$ cat src/rtl/tisd_pkg.sv
// Package with shared types, constants and helper functions of the sequence detector.
`timescale 1ns / 1ps

package tisd_pkg;

    localparam int CODE_W         = 6;
    localparam int CODES_PER_REG  = 4;
    localparam int CODES_W        = CODE_W * CODES_PER_REG;
    localparam int LEN_W          = 3;
    localparam int WIN_W          = 6;
    localparam int MAX_SEQ_LEN    = 4;
    localparam int SEQ_COUNT      = 2;
    localparam int NUM_CHECKED    = (SEQ_COUNT < 2) ? SEQ_COUNT : 2;
    localparam int APB_ADDR_W     = 5;
    localparam int APB_DATA_W     = 32;

    typedef logic [CODE_W-1:0]  t_code;
    typedef logic [CODES_W-1:0] t_codes;
    typedef logic [LEN_W-1:0]   t_len;
    typedef logic [WIN_W-1:0]   t_win;
    typedef logic [2:0]         t_reg_idx;

    localparam t_reg_idx REG_SEQ0_CODES  = 3'd0;
    localparam t_reg_idx REG_SEQ1_CODES  = 3'd1;
    localparam t_reg_idx REG_SEQ0_LENGTH = 3'd2;
    localparam t_reg_idx REG_SEQ1_LENGTH = 3'd3;
    localparam t_reg_idx REG_SEQ0_WINDOW = 3'd4;
    localparam t_reg_idx REG_SEQ1_WINDOW = 3'd5;

    localparam t_codes RST_SEQ0_CODES  = 24'd8455428;
    localparam t_codes RST_SEQ1_CODES  = 24'd8470800;
    localparam t_len   RST_SEQ_LENGTH  = 3'd4;
    localparam t_win   RST_SEQ_WINDOW  = 6'd30;

    typedef struct packed {
        t_codes seq0_codes;
        t_codes seq1_codes;
        t_len   seq0_length;
        t_len   seq1_length;
        t_win   seq0_window;
        t_win   seq1_window;
    } t_cfg;

    typedef enum logic [1:0] {
        ST_IDLE,
        ST_START,
        ST_CMP,
        ST_DONE
    } t_state;

    function automatic t_code encode_inputs(input logic up, input logic down,
                                            input logic left, input logic right,
                                            input logic fire);
        return {fire, right, left, down, up, 1'b0};
    endfunction

    function automatic t_code code_at(input t_codes codes, input t_len j);
        t_code r;
        unique case (j)
            3'd0:    r = codes[5:0];
            3'd1:    r = codes[11:6];
            3'd2:    r = codes[17:12];
            3'd3:    r = codes[23:18];
            default: r = '0;
        endcase
        return r;
    endfunction

endpackage

$ cat src/rtl/tisd_if.sv
// Request channel interfaces for input samples and detection results.
`timescale 1ns / 1ps

interface tisd_in_if;
    logic valid;
    logic ready;
    logic stick_up;
    logic stick_down;
    logic stick_left;
    logic stick_right;
    logic fire_button;

    modport source (output valid, output stick_up, output stick_down, output stick_left,
                    output stick_right, output fire_button, input ready);
    modport sink (input valid, input stick_up, input stick_down, input stick_left,
                  input stick_right, input fire_button, output ready);
endinterface

interface tisd_out_if;
    logic valid;
    logic ready;
    logic fired_first;
    logic fired_second;

    modport source (output valid, output fired_first, output fired_second, input ready);
    modport sink (input valid, input fired_first, input fired_second, output ready);
endinterface

$ cat src/rtl/tisd_regs.sv
// APB configuration registers for the command codes, lengths and windows.
`timescale 1ns / 1ps

module tisd_regs (
    input  logic                         i_clk,
    input  logic                         i_rst_n,
    input  logic                         psel,
    input  logic                         penable,
    input  logic                         pwrite,
    input  logic [tisd_pkg::APB_ADDR_W-1:0] paddr,
    input  logic [tisd_pkg::APB_DATA_W-1:0] pwdata,
    output logic [tisd_pkg::APB_DATA_W-1:0] prdata,
    output logic                         pready,
    output tisd_pkg::t_cfg               o_cfg
);
    import tisd_pkg::*;

    t_cfg     r_cfg;
    t_cfg     n_cfg;
    t_reg_idx reg_idx;
    logic     wr_en;

    assign reg_idx = paddr[4:2];
    assign wr_en   = psel && penable && pwrite;
    assign pready  = 1'b1;
    assign o_cfg   = r_cfg;

    always_comb begin
        n_cfg = r_cfg;
        if (wr_en) begin
            unique case (reg_idx)
                REG_SEQ0_CODES:  n_cfg.seq0_codes  = pwdata[CODES_W-1:0];
                REG_SEQ1_CODES:  n_cfg.seq1_codes  = pwdata[CODES_W-1:0];
                REG_SEQ0_LENGTH: n_cfg.seq0_length = pwdata[LEN_W-1:0];
                REG_SEQ1_LENGTH: n_cfg.seq1_length = pwdata[LEN_W-1:0];
                REG_SEQ0_WINDOW: n_cfg.seq0_window = pwdata[WIN_W-1:0];
                REG_SEQ1_WINDOW: n_cfg.seq1_window = pwdata[WIN_W-1:0];
                default:         n_cfg = r_cfg;
            endcase
        end
    end

    always_comb begin
        unique case (reg_idx)
            REG_SEQ0_CODES:  prdata = APB_DATA_W'(r_cfg.seq0_codes);
            REG_SEQ1_CODES:  prdata = APB_DATA_W'(r_cfg.seq1_codes);
            REG_SEQ0_LENGTH: prdata = APB_DATA_W'(r_cfg.seq0_length);
            REG_SEQ1_LENGTH: prdata = APB_DATA_W'(r_cfg.seq1_length);
            REG_SEQ0_WINDOW: prdata = APB_DATA_W'(r_cfg.seq0_window);
            REG_SEQ1_WINDOW: prdata = APB_DATA_W'(r_cfg.seq1_window);
            default:         prdata = '0;
        endcase
    end

    always_ff @(posedge i_clk) begin
        if (!i_rst_n) begin
            r_cfg.seq0_codes  <= RST_SEQ0_CODES;
            r_cfg.seq1_codes  <= RST_SEQ1_CODES;
            r_cfg.seq0_length <= RST_SEQ_LENGTH;
            r_cfg.seq1_length <= RST_SEQ_LENGTH;
            r_cfg.seq0_window <= RST_SEQ_WINDOW;
            r_cfg.seq1_window <= RST_SEQ_WINDOW;
        end else begin
            r_cfg <= n_cfg;
        end
    end

endmodule

$ cat src/rtl/tisd_hist_mem.sv
// History memory with one write port, one registered read port and per-entry valid bits.
`timescale 1ns / 1ps

module tisd_hist_mem #(
    parameter int HISTORY_DEPTH = 32,
    parameter int AW            = 5
) (
    input  logic                 i_clk,
    input  logic                 i_rst_n,
    input  logic                 i_we,
    input  logic [AW-1:0]        i_waddr,
    input  tisd_pkg::t_code      i_wdata,
    input  logic                 i_clear,
    input  logic                 i_re,
    input  logic [AW-1:0]        i_raddr,
    output tisd_pkg::t_code      o_rdata
);
    import tisd_pkg::*;

    t_code                    mem [HISTORY_DEPTH];
    logic [HISTORY_DEPTH-1:0] r_valid;
    t_code                    r_rdata;
    logic                     r_rvalid;

    always_ff @(posedge i_clk) begin
        if (i_we) begin
            mem[i_waddr] <= i_wdata;
        end
        if (i_re) begin
            r_rdata <= mem[i_raddr];
        end
    end

    always_ff @(posedge i_clk) begin
        if (!i_rst_n) begin
            r_valid  <= '0;
            r_rvalid <= 1'b0;
        end else begin
            if (i_clear) begin
                r_valid <= '0;
            end else if (i_we) begin
                r_valid[i_waddr] <= 1'b1;
            end
            if (i_re) begin
                r_rvalid <= r_valid[i_raddr];
            end
        end
    end

    assign o_rdata = r_rvalid ? r_rdata : '0;

endmodule

$ cat src/rtl/timed_input_sequence_detector_unit.sv
// Top level of the timed input sequence detector.
`timescale 1ns / 1ps

// Each accepted request packs the stick and button bits into a 6-bit code, stores it in a
// circular history and then checks command 0 and command 1 in turn, walking back from the
// newest entry through the command's window, one history entry compared per cycle on the
// single read port of the history memory. A match raises that command's flag and clears the
// whole history at once through per-entry valid bits, so no clearing pass is needed after
// reset or a match. A finished search is held while the previous result still waits to be
// taken. One result is returned for every request; the result register lets a new request
// enter while a result waits.
module timed_input_sequence_detector_unit #(
    parameter int HISTORY_DEPTH = 32
) (
    input  logic                            i_clk,
    input  logic                            i_rst_n,
    tisd_in_if.sink                         i_in,
    tisd_out_if.source                      o_out,
    input  logic                            psel,
    input  logic                            penable,
    input  logic                            pwrite,
    input  logic [tisd_pkg::APB_ADDR_W-1:0] paddr,
    input  logic [tisd_pkg::APB_DATA_W-1:0] pwdata,
    output logic [tisd_pkg::APB_DATA_W-1:0] prdata,
    output logic                            pready
);
    import tisd_pkg::*;

    localparam int AW  = $clog2(HISTORY_DEPTH);
    localparam int CW  = (AW + 1 > WIN_W) ? AW + 1 : WIN_W;
    localparam logic [CW-1:0] DEPTH_CW = CW'(HISTORY_DEPTH);
    localparam logic [AW:0]   DEPTH_AW = (AW + 1)'(HISTORY_DEPTH);

    t_cfg          cfg;
    t_state        r_state, n_state;
    logic          r_cmd, n_cmd;
    logic [CW-1:0] r_i, n_i;
    t_len          r_j, n_j;
    logic [1:0]    r_fired, n_fired;
    logic [AW-1:0] r_wp, n_wp;
    logic          r_out_valid, n_out_valid;
    logic [1:0]    r_out_flags, n_out_flags;

    t_codes        cur_codes;
    t_len          cur_len;
    t_win          cur_win;
    t_len          eff_len;
    logic [CW-1:0] eff_win;
    logic [CW-1:0] i_inc;
    logic          skip;
    logic          hit;
    logic          last_elem;
    logic          win_end;
    logic          cmd_done;
    logic          cmd_last;
    logic          out_free;
    logic          accept;
    t_code         rd_data;
    logic          mem_we;
    logic          mem_clear;
    logic          mem_re;
    logic [AW-1:0] rd_addr;
    logic [AW:0]   pos_sum;

    tisd_regs u_regs (
        .i_clk   (i_clk),
        .i_rst_n (i_rst_n),
        .psel    (psel),
        .penable (penable),
        .pwrite  (pwrite),
        .paddr   (paddr),
        .pwdata  (pwdata),
        .prdata  (prdata),
        .pready  (pready),
        .o_cfg   (cfg)
    );

    tisd_hist_mem #(
        .HISTORY_DEPTH (HISTORY_DEPTH),
        .AW            (AW)
    ) u_hist_mem (
        .i_clk   (i_clk),
        .i_rst_n (i_rst_n),
        .i_we    (mem_we),
        .i_waddr (r_wp),
        .i_wdata (encode_inputs(i_in.stick_up, i_in.stick_down, i_in.stick_left,
                                i_in.stick_right, i_in.fire_button)),
        .i_clear (mem_clear),
        .i_re    (mem_re),
        .i_raddr (rd_addr),
        .o_rdata (rd_data)
    );

    assign accept    = i_in.valid && i_in.ready;
    assign cur_codes = r_cmd ? cfg.seq1_codes : cfg.seq0_codes;
    assign cur_len   = r_cmd ? cfg.seq1_length : cfg.seq0_length;
    assign cur_win   = r_cmd ? cfg.seq1_window : cfg.seq0_window;
    assign eff_len   = (cur_len > LEN_W'(MAX_SEQ_LEN)) ? LEN_W'(MAX_SEQ_LEN) : cur_len;
    assign eff_win   = (CW'(cur_win) > DEPTH_CW) ? DEPTH_CW : CW'(cur_win);
    assign skip      = (eff_len == '0) || (eff_win == '0);
    assign i_inc     = r_i + CW'(1);
    assign hit       = (rd_data == code_at(cur_codes, r_j));
    assign last_elem = (r_j == '0);
    assign win_end   = (i_inc >= eff_win);
    assign cmd_last  = (r_cmd == 1'(NUM_CHECKED - 1));
    assign out_free  = !r_out_valid || o_out.ready;
    assign cmd_done  = ((r_state == ST_START) && skip) ||
                       ((r_state == ST_CMP) && ((hit && last_elem) || (!hit && win_end)));

    assign pos_sum = {1'b0, r_wp} + DEPTH_AW - {1'b0, n_i[AW-1:0]};
    assign rd_addr = (pos_sum >= DEPTH_AW) ? AW'(pos_sum - DEPTH_AW) : pos_sum[AW-1:0];

    assign i_in.ready         = (r_state == ST_IDLE);
    assign o_out.valid        = r_out_valid;
    assign o_out.fired_first  = r_out_flags[0];
    assign o_out.fired_second = r_out_flags[1];

    always_comb begin
        n_state = r_state;
        unique case (r_state)
            ST_IDLE: begin
                if (accept) begin
                    n_state = ST_START;
                end
            end
            ST_START: begin
                if (skip) begin
                    n_state = cmd_last ? ST_DONE : ST_START;
                end else begin
                    n_state = ST_CMP;
                end
            end
            ST_CMP: begin
                if (cmd_done) begin
                    n_state = cmd_last ? ST_DONE : ST_START;
                end
            end
            ST_DONE: begin
                if (out_free) begin
                    n_state = ST_IDLE;
                end
            end
            default: n_state = ST_IDLE;
        endcase
    end

    always_comb begin
        n_cmd       = r_cmd;
        n_i         = r_i;
        n_j         = r_j;
        n_fired     = r_fired;
        n_wp        = r_wp;
        n_out_valid = r_out_valid;
        n_out_flags = r_out_flags;
        mem_we      = 1'b0;
        mem_clear   = 1'b0;
        mem_re      = 1'b0;
        if (r_out_valid && o_out.ready) begin
            n_out_valid = 1'b0;
        end
        unique case (r_state)
            ST_IDLE: begin
                if (accept) begin
                    mem_we  = 1'b1;
                    n_cmd   = 1'b0;
                    n_fired = '0;
                end
            end
            ST_START: begin
                n_i    = '0;
                n_j    = eff_len - LEN_W'(1);
                mem_re = 1'b1;
            end
            ST_CMP: begin
                mem_re = 1'b1;
                if (hit) begin
                    if (last_elem) begin
                        n_fired[r_cmd] = 1'b1;
                        mem_clear      = 1'b1;
                    end else begin
                        n_j = r_j - LEN_W'(1);
                    end
                end else begin
                    n_i = i_inc;
                end
            end
            ST_DONE: begin
                if (out_free) begin
                    n_out_valid = 1'b1;
                    n_out_flags = r_fired;
                    n_wp        = (r_wp == AW'(HISTORY_DEPTH - 1)) ? '0 : r_wp + AW'(1);
                end
            end
            default: begin
                n_cmd = r_cmd;
            end
        endcase
        if (cmd_done && !cmd_last) begin
            n_cmd = r_cmd + 1'b1;
        end
    end

    always_ff @(posedge i_clk) begin
        if (!i_rst_n) begin
            r_state     <= ST_IDLE;
            r_cmd       <= 1'b0;
            r_wp        <= '0;
            r_out_valid <= 1'b0;
        end else begin
            r_state     <= n_state;
            r_cmd       <= n_cmd;
            r_wp        <= n_wp;
            r_out_valid <= n_out_valid;
        end
    end

    always_ff @(posedge i_clk) begin
        r_i         <= n_i;
        r_j         <= n_j;
        r_fired     <= n_fired;
        r_out_flags <= n_out_flags;
    end

endmodule

$ cat src/flat_wrapper.sv
// flat-port wrapper written by rule: the top's interface ports become plain ports
module timed_input_sequence_detector_unit_flat import tisd_pkg::*;
#(
    parameter int HISTORY_DEPTH = 32
)
  (i_clk, i_rst_n, psel, penable, pwrite, paddr, pwdata, prdata, pready, i_in_valid, i_in_stick_up, i_in_stick_down, i_in_stick_left, i_in_stick_right, i_in_fire_button, i_in_ready, o_out_valid, o_out_fired_first, o_out_fired_second, o_out_ready);
  tisd_in_if i_in_i ();
  tisd_out_if o_out_i ();
  input  logic i_clk;
  input  logic i_rst_n;
  input  logic psel;
  input  logic penable;
  input  logic pwrite;
  input  logic [tisd_pkg::APB_ADDR_W-1:0] paddr;
  input  logic [tisd_pkg::APB_DATA_W-1:0] pwdata;
  output logic [tisd_pkg::APB_DATA_W-1:0] prdata;
  output logic pready;
  input wire logic [$bits(i_in_i.valid)-1:0] i_in_valid;
  input wire logic [$bits(i_in_i.stick_up)-1:0] i_in_stick_up;
  input wire logic [$bits(i_in_i.stick_down)-1:0] i_in_stick_down;
  input wire logic [$bits(i_in_i.stick_left)-1:0] i_in_stick_left;
  input wire logic [$bits(i_in_i.stick_right)-1:0] i_in_stick_right;
  input wire logic [$bits(i_in_i.fire_button)-1:0] i_in_fire_button;
  output wire logic [$bits(i_in_i.ready)-1:0] i_in_ready;
  output wire logic [$bits(o_out_i.valid)-1:0] o_out_valid;
  output wire logic [$bits(o_out_i.fired_first)-1:0] o_out_fired_first;
  output wire logic [$bits(o_out_i.fired_second)-1:0] o_out_fired_second;
  input wire logic [$bits(o_out_i.ready)-1:0] o_out_ready;
  assign i_in_i.valid = i_in_valid;
  assign i_in_i.stick_up = i_in_stick_up;
  assign i_in_i.stick_down = i_in_stick_down;
  assign i_in_i.stick_left = i_in_stick_left;
  assign i_in_i.stick_right = i_in_stick_right;
  assign i_in_i.fire_button = i_in_fire_button;
  assign i_in_ready = i_in_i.ready;
  assign o_out_valid = o_out_i.valid;
  assign o_out_fired_first = o_out_i.fired_first;
  assign o_out_fired_second = o_out_i.fired_second;
  assign o_out_i.ready = o_out_ready;
  timed_input_sequence_detector_unit #(.HISTORY_DEPTH(HISTORY_DEPTH)) u_core (.i_clk(i_clk), .i_rst_n(i_rst_n), .i_in(i_in_i), .o_out(o_out_i), .psel(psel), .penable(penable), .pwrite(pwrite), .paddr(paddr), .pwdata(pwdata), .prdata(prdata), .pready(pready));
endmodule
$ cat config.mk
export PLATFORM = sky130hd
export DESIGN_NAME = timed_input_sequence_detector_unit_flat
export DESIGN_NICKNAME = d
export VERILOG_FILES = /design/src/rtl/tisd_pkg.sv /design/src/rtl/tisd_if.sv /design/src/rtl/tisd_regs.sv /design/src/rtl/tisd_hist_mem.sv /design/src/rtl/timed_input_sequence_detector_unit.sv /design/src/flat_wrapper.sv
export SDC_FILE = /design/constraint.sdc
export NUM_CORES = 1
export LEC_CHECK = 0
export ABC_AREA = 1
export BUFFER_PORTS_ARGS = -buffer_cell sky130_fd_sc_hd__buf_2
export CAP_MARGIN = 5
export CORE_MARGIN = 2
export CORE_UTILIZATION = 39
export DETAILED_ROUTE_END_ITERATION = 10
export PLACE_DENSITY_LB_ADDON = 0.2
export SLEW_MARGIN = 30
export SYNTH_ARGS = -nofsm -noshare
export SYNTH_HDL_FRONTEND = slang
export SYNTH_HIERARCHICAL = 1
export SYNTH_SLANG_ARGS = --single-unit
$ cat constraint.sdc
create_clock -name i_clk -period 3.8 [get_ports i_clk]
set_input_delay 0.76 -clock i_clk [delete_from_list [all_inputs] [get_ports i_clk]]
set_output_delay 0.76 -clock i_clk [all_outputs]
set_load 0.03 [all_outputs]
# Yosys cells after proc, flatten, opt, wreduce, memory -nomap -nowiden
# Memory sizes are Yosys's and may differ from the RTL's. A register that Yosys moved wholly into a read port is not among the register bits.
# Cells that the tools add are included.
# Widths: inputs -> output; s select.
[word_totals]
reg_bits = 127
mem_bits_rw = 160
input_bits = 49
output_inout_bits = 37
word_cells = 145
n_memories = 1
[classes]
addsub = 8
order_cmp = 9
n_eq_ne = 20
muxes = 45
bitwise_logic = 3
n_reduce_logical = 41
[mem_list]
columns = ["memory", "words", "width", "read_ports", "rd_clocked_by_memory_dff", "write_ports", "line_no", "source"]
rows = [
  ["u_core.u_hist_mem.mem", 32, 5, 1, 1, 1, "tisd_hist_mem.sv:20", "t_code mem [HISTORY_DEPTH];"],
]
[ops]
columns = ["cell", "n"]
rows = [
  ["$pmux 24 s6", 1],
  ["$or 32x32->32", 1],
  ["$mux 24", 1],
  ["$mux 6", 4],
  ["$pmux 6 s4", 1],
  ["$reduce_and 2->1", 9],
  ["$mux 1", 17],
  ["$mux 2", 8],
  ["$eq 3x2->1 const B", 4],
  ["$lt 5x6->1 const B", 2],
  ["$mux 3", 4],
  ["$pmux 6 s2", 1],
  ["$logic_and 1x1->1", 11],
  ["$mux 5", 2],
  ["$logic_not 3->1", 3],
  ["$ne 2x1->1 const B", 4],
  ["$pmux 2 s4", 1],
  ["$reduce_bool 2->1", 4],
  ["$add 5x6->6 const B", 1],
  ["$add 6x1->6 const B", 1],
  ["$eq 3x1->1 const B", 2],
  ["$eq 3x3->1 const B", 2],
  ["$eq 6x6->1", 1],
  ["$ge 6x6->1", 1],
  ["29 further kinds", 40],
]

# Logic depth before layout (Yosys ltp)
[depth]
depth_word = 11
mapped_depth = 29
depth_no_buf = 27

# Hierarchy
# The synthesis kept the hierarchy.
[by_module_without_submodules]
columns = ["mod", "n_inst", "cells_each", "area_each_um2", "seq_area_each_um2"]
rows = [
  ["tisd_hist_mem", 1, 872, 9361.5, 6606.3],
  ["tisd_regs", 1, 516, 3359.5, 1321.3],
  ["timed_input_sequence_detector_unit", 1, 417, 2580.0, 530.5],
]

# Worst setup path after synthesis
# No wires, ideal clock.
[synth_timing]
kind = "register to register"
start = "register u_core.r_j[0]"
end = "register u_core.u_hist_mem.r_rdata[2], read port of u_core.u_hist_mem.mem (data pin)"
setup_time_ns = 0.252
arrival_time_ns = 3.327
required_time_ns = 3.548
slack_ns = 0.221
stages_incl_launch_ff = 28
path_buffers = 2
synth_period_minus_slack_ns = 3.579
cell_sequence = "edfxtp_1 > inv_1 > ha_1 > inv_1 > nor2_4 > nand2_1 > o21ai_1 > nor2_1 > nand2_1 > nand2_1 > nor2_4 > nand3_4 > nand2_4 > xor2_1 > nor2_1 > ha_1 > inv_1 > fa_1 > buf_2 > inv_2 > clkbuf_1 > nor2_1 > o21ai_0 > o211ai_1 > nand3_1 > nand2_1 > nand2_1 > nand2_1"
[synth_between]
elab_chain_cells = 8
elab_cells_between_ends = 12
classes_between = "add/sub: 2; order compare: 1; eq/ne: 4; mux: 4; reduce/logical: 1"
[synth_rtl]
columns = ["item", "line_no", "source"]
rows = [
  ["start, declared", "timed_input_sequence_detector_unit.sv:38", "t_len r_j, n_j;"],
  ["start signal, assigned", "timed_input_sequence_detector_unit.sv:219", "r_j <= n_j;"],
  ["$eq 3x2->1 (tied with other cells)", "tisd_pkg.sv:59", "unique case (j)"],
  ["$pmux 6 s4 (*)", "tisd_pkg.sv:59", ""],
  ["$eq 6x6->1 (*)", "timed_input_sequence_detector_unit.sv:102", "assign hit = (rd_data == code_at(cur_codes, r_j));"],
  ["$mux 6 (*)", "timed_input_sequence_detector_unit.sv:176", "if (hit) begin"],
  ["$pmux 6 s2 (*)", "timed_input_sequence_detector_unit.sv:161", "unique case (r_state)"],
  ["via u_core.n_i[0]", "timed_input_sequence_detector_unit.sv:37", "logic [CW-1:0] r_i, n_i;"],
  ["$sub 6x5->6 (*)", "timed_input_sequence_detector_unit.sv:110", "assign pos_sum = {1'b0, r_wp} + DEPTH_AW - {1'b0, n_i[AW-1:0]};"],
  ["via u_core.pos_sum[1]", "timed_input_sequence_detector_unit.sv:63", "logic [AW:0] pos_sum;"],
  ["$sub 5x1->5 or $ge 6x6->1 (tied branches)", "timed_input_sequence_detector_unit.sv:111", "assign rd_addr = (pos_sum >= DEPTH_AW) ? AW'(pos_sum - DEPTH_AW) : pos_sum[AW-1:0];"],
  ["$mux 5 (*)", "timed_input_sequence_detector_unit.sv:111", ""],
  ["end, declared", "tisd_hist_mem.sv:22", "t_code r_rdata;"],
]
# The timed path passes the listed nets; every way through them passes the cells marked *. The select of a mux whose other input is x is not followed.
# A chain may end at the register's enable or synchronous reset.

# Final worst setup path
# Ends and elaborated chain as after synthesis.

==> metrics.md <==
| Metric | Value |
|---|---|
| Synth Instances | around 1800 |
| # diodes | 0 |
| Port Buf Inserts | between 60 and 70 |
| Initial DRC Count | 663 |
| Critical Path RT | between 4 and 5 ns |
| IO Pins | 86 |
| CTS tree | yes |
| Worst EP arrival | 4.31 ns |
| Post-route clock period utilization | 106% |
| Worst-skew pair later-pin latency | about 0.54 ns |
| Post-DP Area | ~17000 sq um |
| Asr flop ratio synth | 0% |
| Detailed-route wire length | approximately 40 mm |
| RSZ-0062 raised after global routing | true |
| Worst setup EP type | flop |
| CP max FO | 7 |
| Initial Util | between 30% and 40% |
| Row cnt | 72 |
| Tot GR Track Use | 19.6% |
| Final-report hold violation count | 0 |
| Min-Delay Endpoint | u_core/r_out_flags[0] |
| Via density | 4.88 |
| GPL Wtd Cong | about 0.80 |
| CTS Sinks | ~320 |
| Status | complete, but fails checks |
| Critical-path top delay cell | edfxtp_1 |
| Reg2reg path depth | 26 |
| Count of different cell masters after synthesis | 45 |
| Worst hold stages | 0 |
| Detailed Routing Iterations Pass 1 | 6 |
| Crit-path max cell delay | roughly 0.46 ns |
| Startpoint Class | flop |
| Top-count cell post-synth | nand2_1 |
| Worst Slack Setup Final | -0.219 ns |
| Worst reg-to-reg setup slack | -0.22 ns |
| Met2 WL post-DR | between 15 and 20 mm |
| Initial antenna violation count | 0 |
| Synth Register Bits | 319 |
| Vias in the first global route | 11800 |
| Clock slew at reported path FFs | about 0.06 ns |
| Slew headroom | between 40% and 50% |
| Synth area leaders | edfxtp_1 (41%), dfxtp_1 (15%), nand2_1 (13%) |
| Mean Syn Cell Area | ~8.5 sq um |
| Via Count | 12200 |
| Post-layout minimum cycle time | around 4.0 ns |
| Antenna-violating nets left | 0 |
| Synth top area share | slightly above 40% |
| Avg WL per Cell | ~16 microns |
| Largest area contributor in the netlist | edfxtp_1 |
| Detail Route met3 WL | 1.97 mm |
| Max-cap viol count | 0 |
| EDFF count, synth | a little over 200 |
| Die ar. | roughly 40000 sq um |
| Post-Route M1 WL | approximately 18 mm |
| Setup CP Type | flop to flop |
| Hold Crit Class | flop to flop |
| Netlist Area Pre-Place | approximately 15000 sq um |
| Fin area | ~18000 sq um |
| Clock Tree Buf Depth | 3 |
| Max-slew violations | 0 |
| Worst min-delay path startpoint | u_core/r_fired[0] |
| Seq/Total Area, Yosys | between 50% and 60% |
| Max Clk Rate | 0.249 GHz |
| P&R area growth vs syn | 20.8% |
| Grt ovf | 0 |
| Share of cells above drive strength 1 | between 15 and 20% |
| Failing checks | setup timing |
| Core ar. | roughly 39000 sq um |
| Die Wd | between 200 and 250 microns |
| WP depth | 26 |
| Worst slew pin tran | a little under 0.8 ns |
| Max H-tree Level | 2 |
| Worst path top cell family by delay | simple AND/OR/NAND/NOR gates |
| Worst reg2reg path startpoint | u_core/r_j[0] |
| Clock skew | about 0.025 ns |
| Final hold slack | roughly 0.46 ns |
| CTS buffer count | 36 |
| Final nets | 2022 |
| Final setup violation count | 7 |
| Chip height | slightly above 200 microns |
| DP HPWL | roughly 26 mm |
| Primary FF master, synth | edfxtp_1 |
| Post-synth top cells | nand2_1 (544), nor2_1 (297), edfxtp_1 (207) |
| Synth warn | 6 |
| Buf/Inv on CP | 6 |
| First-pass GRT wire length | approximately 63 mm |
| Reg-to-Reg End | u_core/u_hist_mem/r_rdata[2] |
| Top Layer Used | met4 |
| Hold buffer count at cts | 0 |
| Root Buffer | clkbuf_16 |
| Pin count of the biggest net entering global routing | 68 |
| DRC viols | 0 |
[how the worst max path moves through the flow]
stage | start | to | slack [ns]
floorplan | u_core/r_j[0] | u_core/u_hist_mem/r_rdata[2] | 0.22
global placement | u_core/r_j[0] | u_core/u_hist_mem/r_rdata[0] | -0.27
detailed placement | u_core/r_j[0] | u_core/u_hist_mem/r_rdata[0] | -0.33
CTS | u_core/r_j[0] | u_core/u_hist_mem/r_rdata[1] | -0.19
global route | u_core/r_j[0] | u_core/u_hist_mem/r_rdata[1] | -0.48
finish | u_core/r_j[0] | u_core/u_hist_mem/r_rdata[2] | -0.22
[state kept, by name (all words and copies together), names as in the netlist, named ones only]
| register | count |
|---|---|
| u_core/r_wp | 5 |
| u_core/o_out.valid | 1 |
| u_core/r_fired | 2 |
| u_core/u_hist_mem/r_valid | 32 |
| u_core/r_out_flags | 2 |
| u_core/r_i | 5 |
| u_core/u_regs/o_cfg | 66 |
| u_core/r_j | 3 |
| u_core/r_state | 2 |
| u_core/cmd_last | 1 |
| u_core/u_hist_mem/r_rvalid | 1 |
| u_core/u_hist_mem/mem | 192 |
| u_core/u_hist_mem/r_rdata | 6 |
[cell type report]
type,instances,area (sq um)
clock buffers,53,1100
clock inverters,12,130
fillers,3740,20200
inverters,136,533
multi-input cells,1294,6220
flip-flops and latches,319,8460
well taps,518,648
repair buffers,161,1400
[cell families (layout without fill, tap and decap cells)]
family | after synthesis | count (layout) | share of synthesized area, %
compound gates | 160 | 160 | 6.03
other cells | 3 | 41 | 0.0736
fa+ha+maj | 25 | 25 | 2.09
buf+inv | 230 | 362 | 7.14
flops | 319 | 319 | 55.3
simple gates | 1056 | 1056 | 28.7
xor+xnor | 10 | 10 | 0.572
mux | 2 | 2 | 0.131
[timing repair]
action | CTS | global route
resized for setup | 80 | 38
pin swaps | 24 | 20
buffers inserted | 9 | 1
endpoints found under the setup margin | 7 | 7
gates cloned | 5 | 2
[layer usage]
| metal | vias up | track usage (%) |
|---|---|---|
| met5 | - | 0 |
| met4 | 0 | 6.43 |
| met3 | 61 | 2.89 |
| met2 | 258 | 34.1 |
| met1 | 5722 | 24.9 |
| li1 | 6127 | - |
[stage by stage]
| step | TNS [ns] | cells | utilization (%) | worst slack, ns |
|---|---|---|---|---|
| CTS | -0.971 | 2490 | 47.4 | -0.189 |
| floorplan | 0 | 1843 | - | 0.221 |
| detailed placement | -1.82 | 2413 | 43.1 | -0.327 |
| global route | -3.03 | 2493 | 47.8 | -0.483 |
| global placement | -1.53 | 2413 | 43.1 | -0.273 |
| finish | -1.21 | 2493 | 47.8 | -0.219 |
[worst reg2reg max path: stages (launching register included)]
cell and delay, ns:
edfxtp_1 0.46, inv_2 0.16, ha_4 0.14, inv_2 0.04, nor2_4 0.19, nand2_2 0.07, o21ai_2 0.18, nor2_1 0.06
nand2_1 0.07, nand2_2 0.07, nor2_4 0.11, nand3_4 0.12, nand2_4 0.10, xor2_2 0.15, nor2_2 0.07, ha_2 0.18
inv_2 0.06, fa_2 0.45, buf_12 0.18, buf_12 0.16, o21ai_0 0.07, nor2_1 0.08, o31ai_1 0.27, buf_4 0.18
nand2_2 0.07, nand2_1 0.06, nand2_1 0.06
[placed cells by master (no fill, tap or decap), types with 35 or more instances in the layout]
master / n
dfxtp_1: 112
clkbuf_16: 40
o21ai_0: 49
buf_2: 66
nand2_1: 515
buf_4: 67
nor2_1: 292
edfxtp_1: 207
conb_1: 41
nand3_1: 140
inv_1: 116
a21oi_1: 35
Power is left out: the tool's default activity adds up to more than one toggle a clock period on the data nets, which glitch-free logic cannot reach.
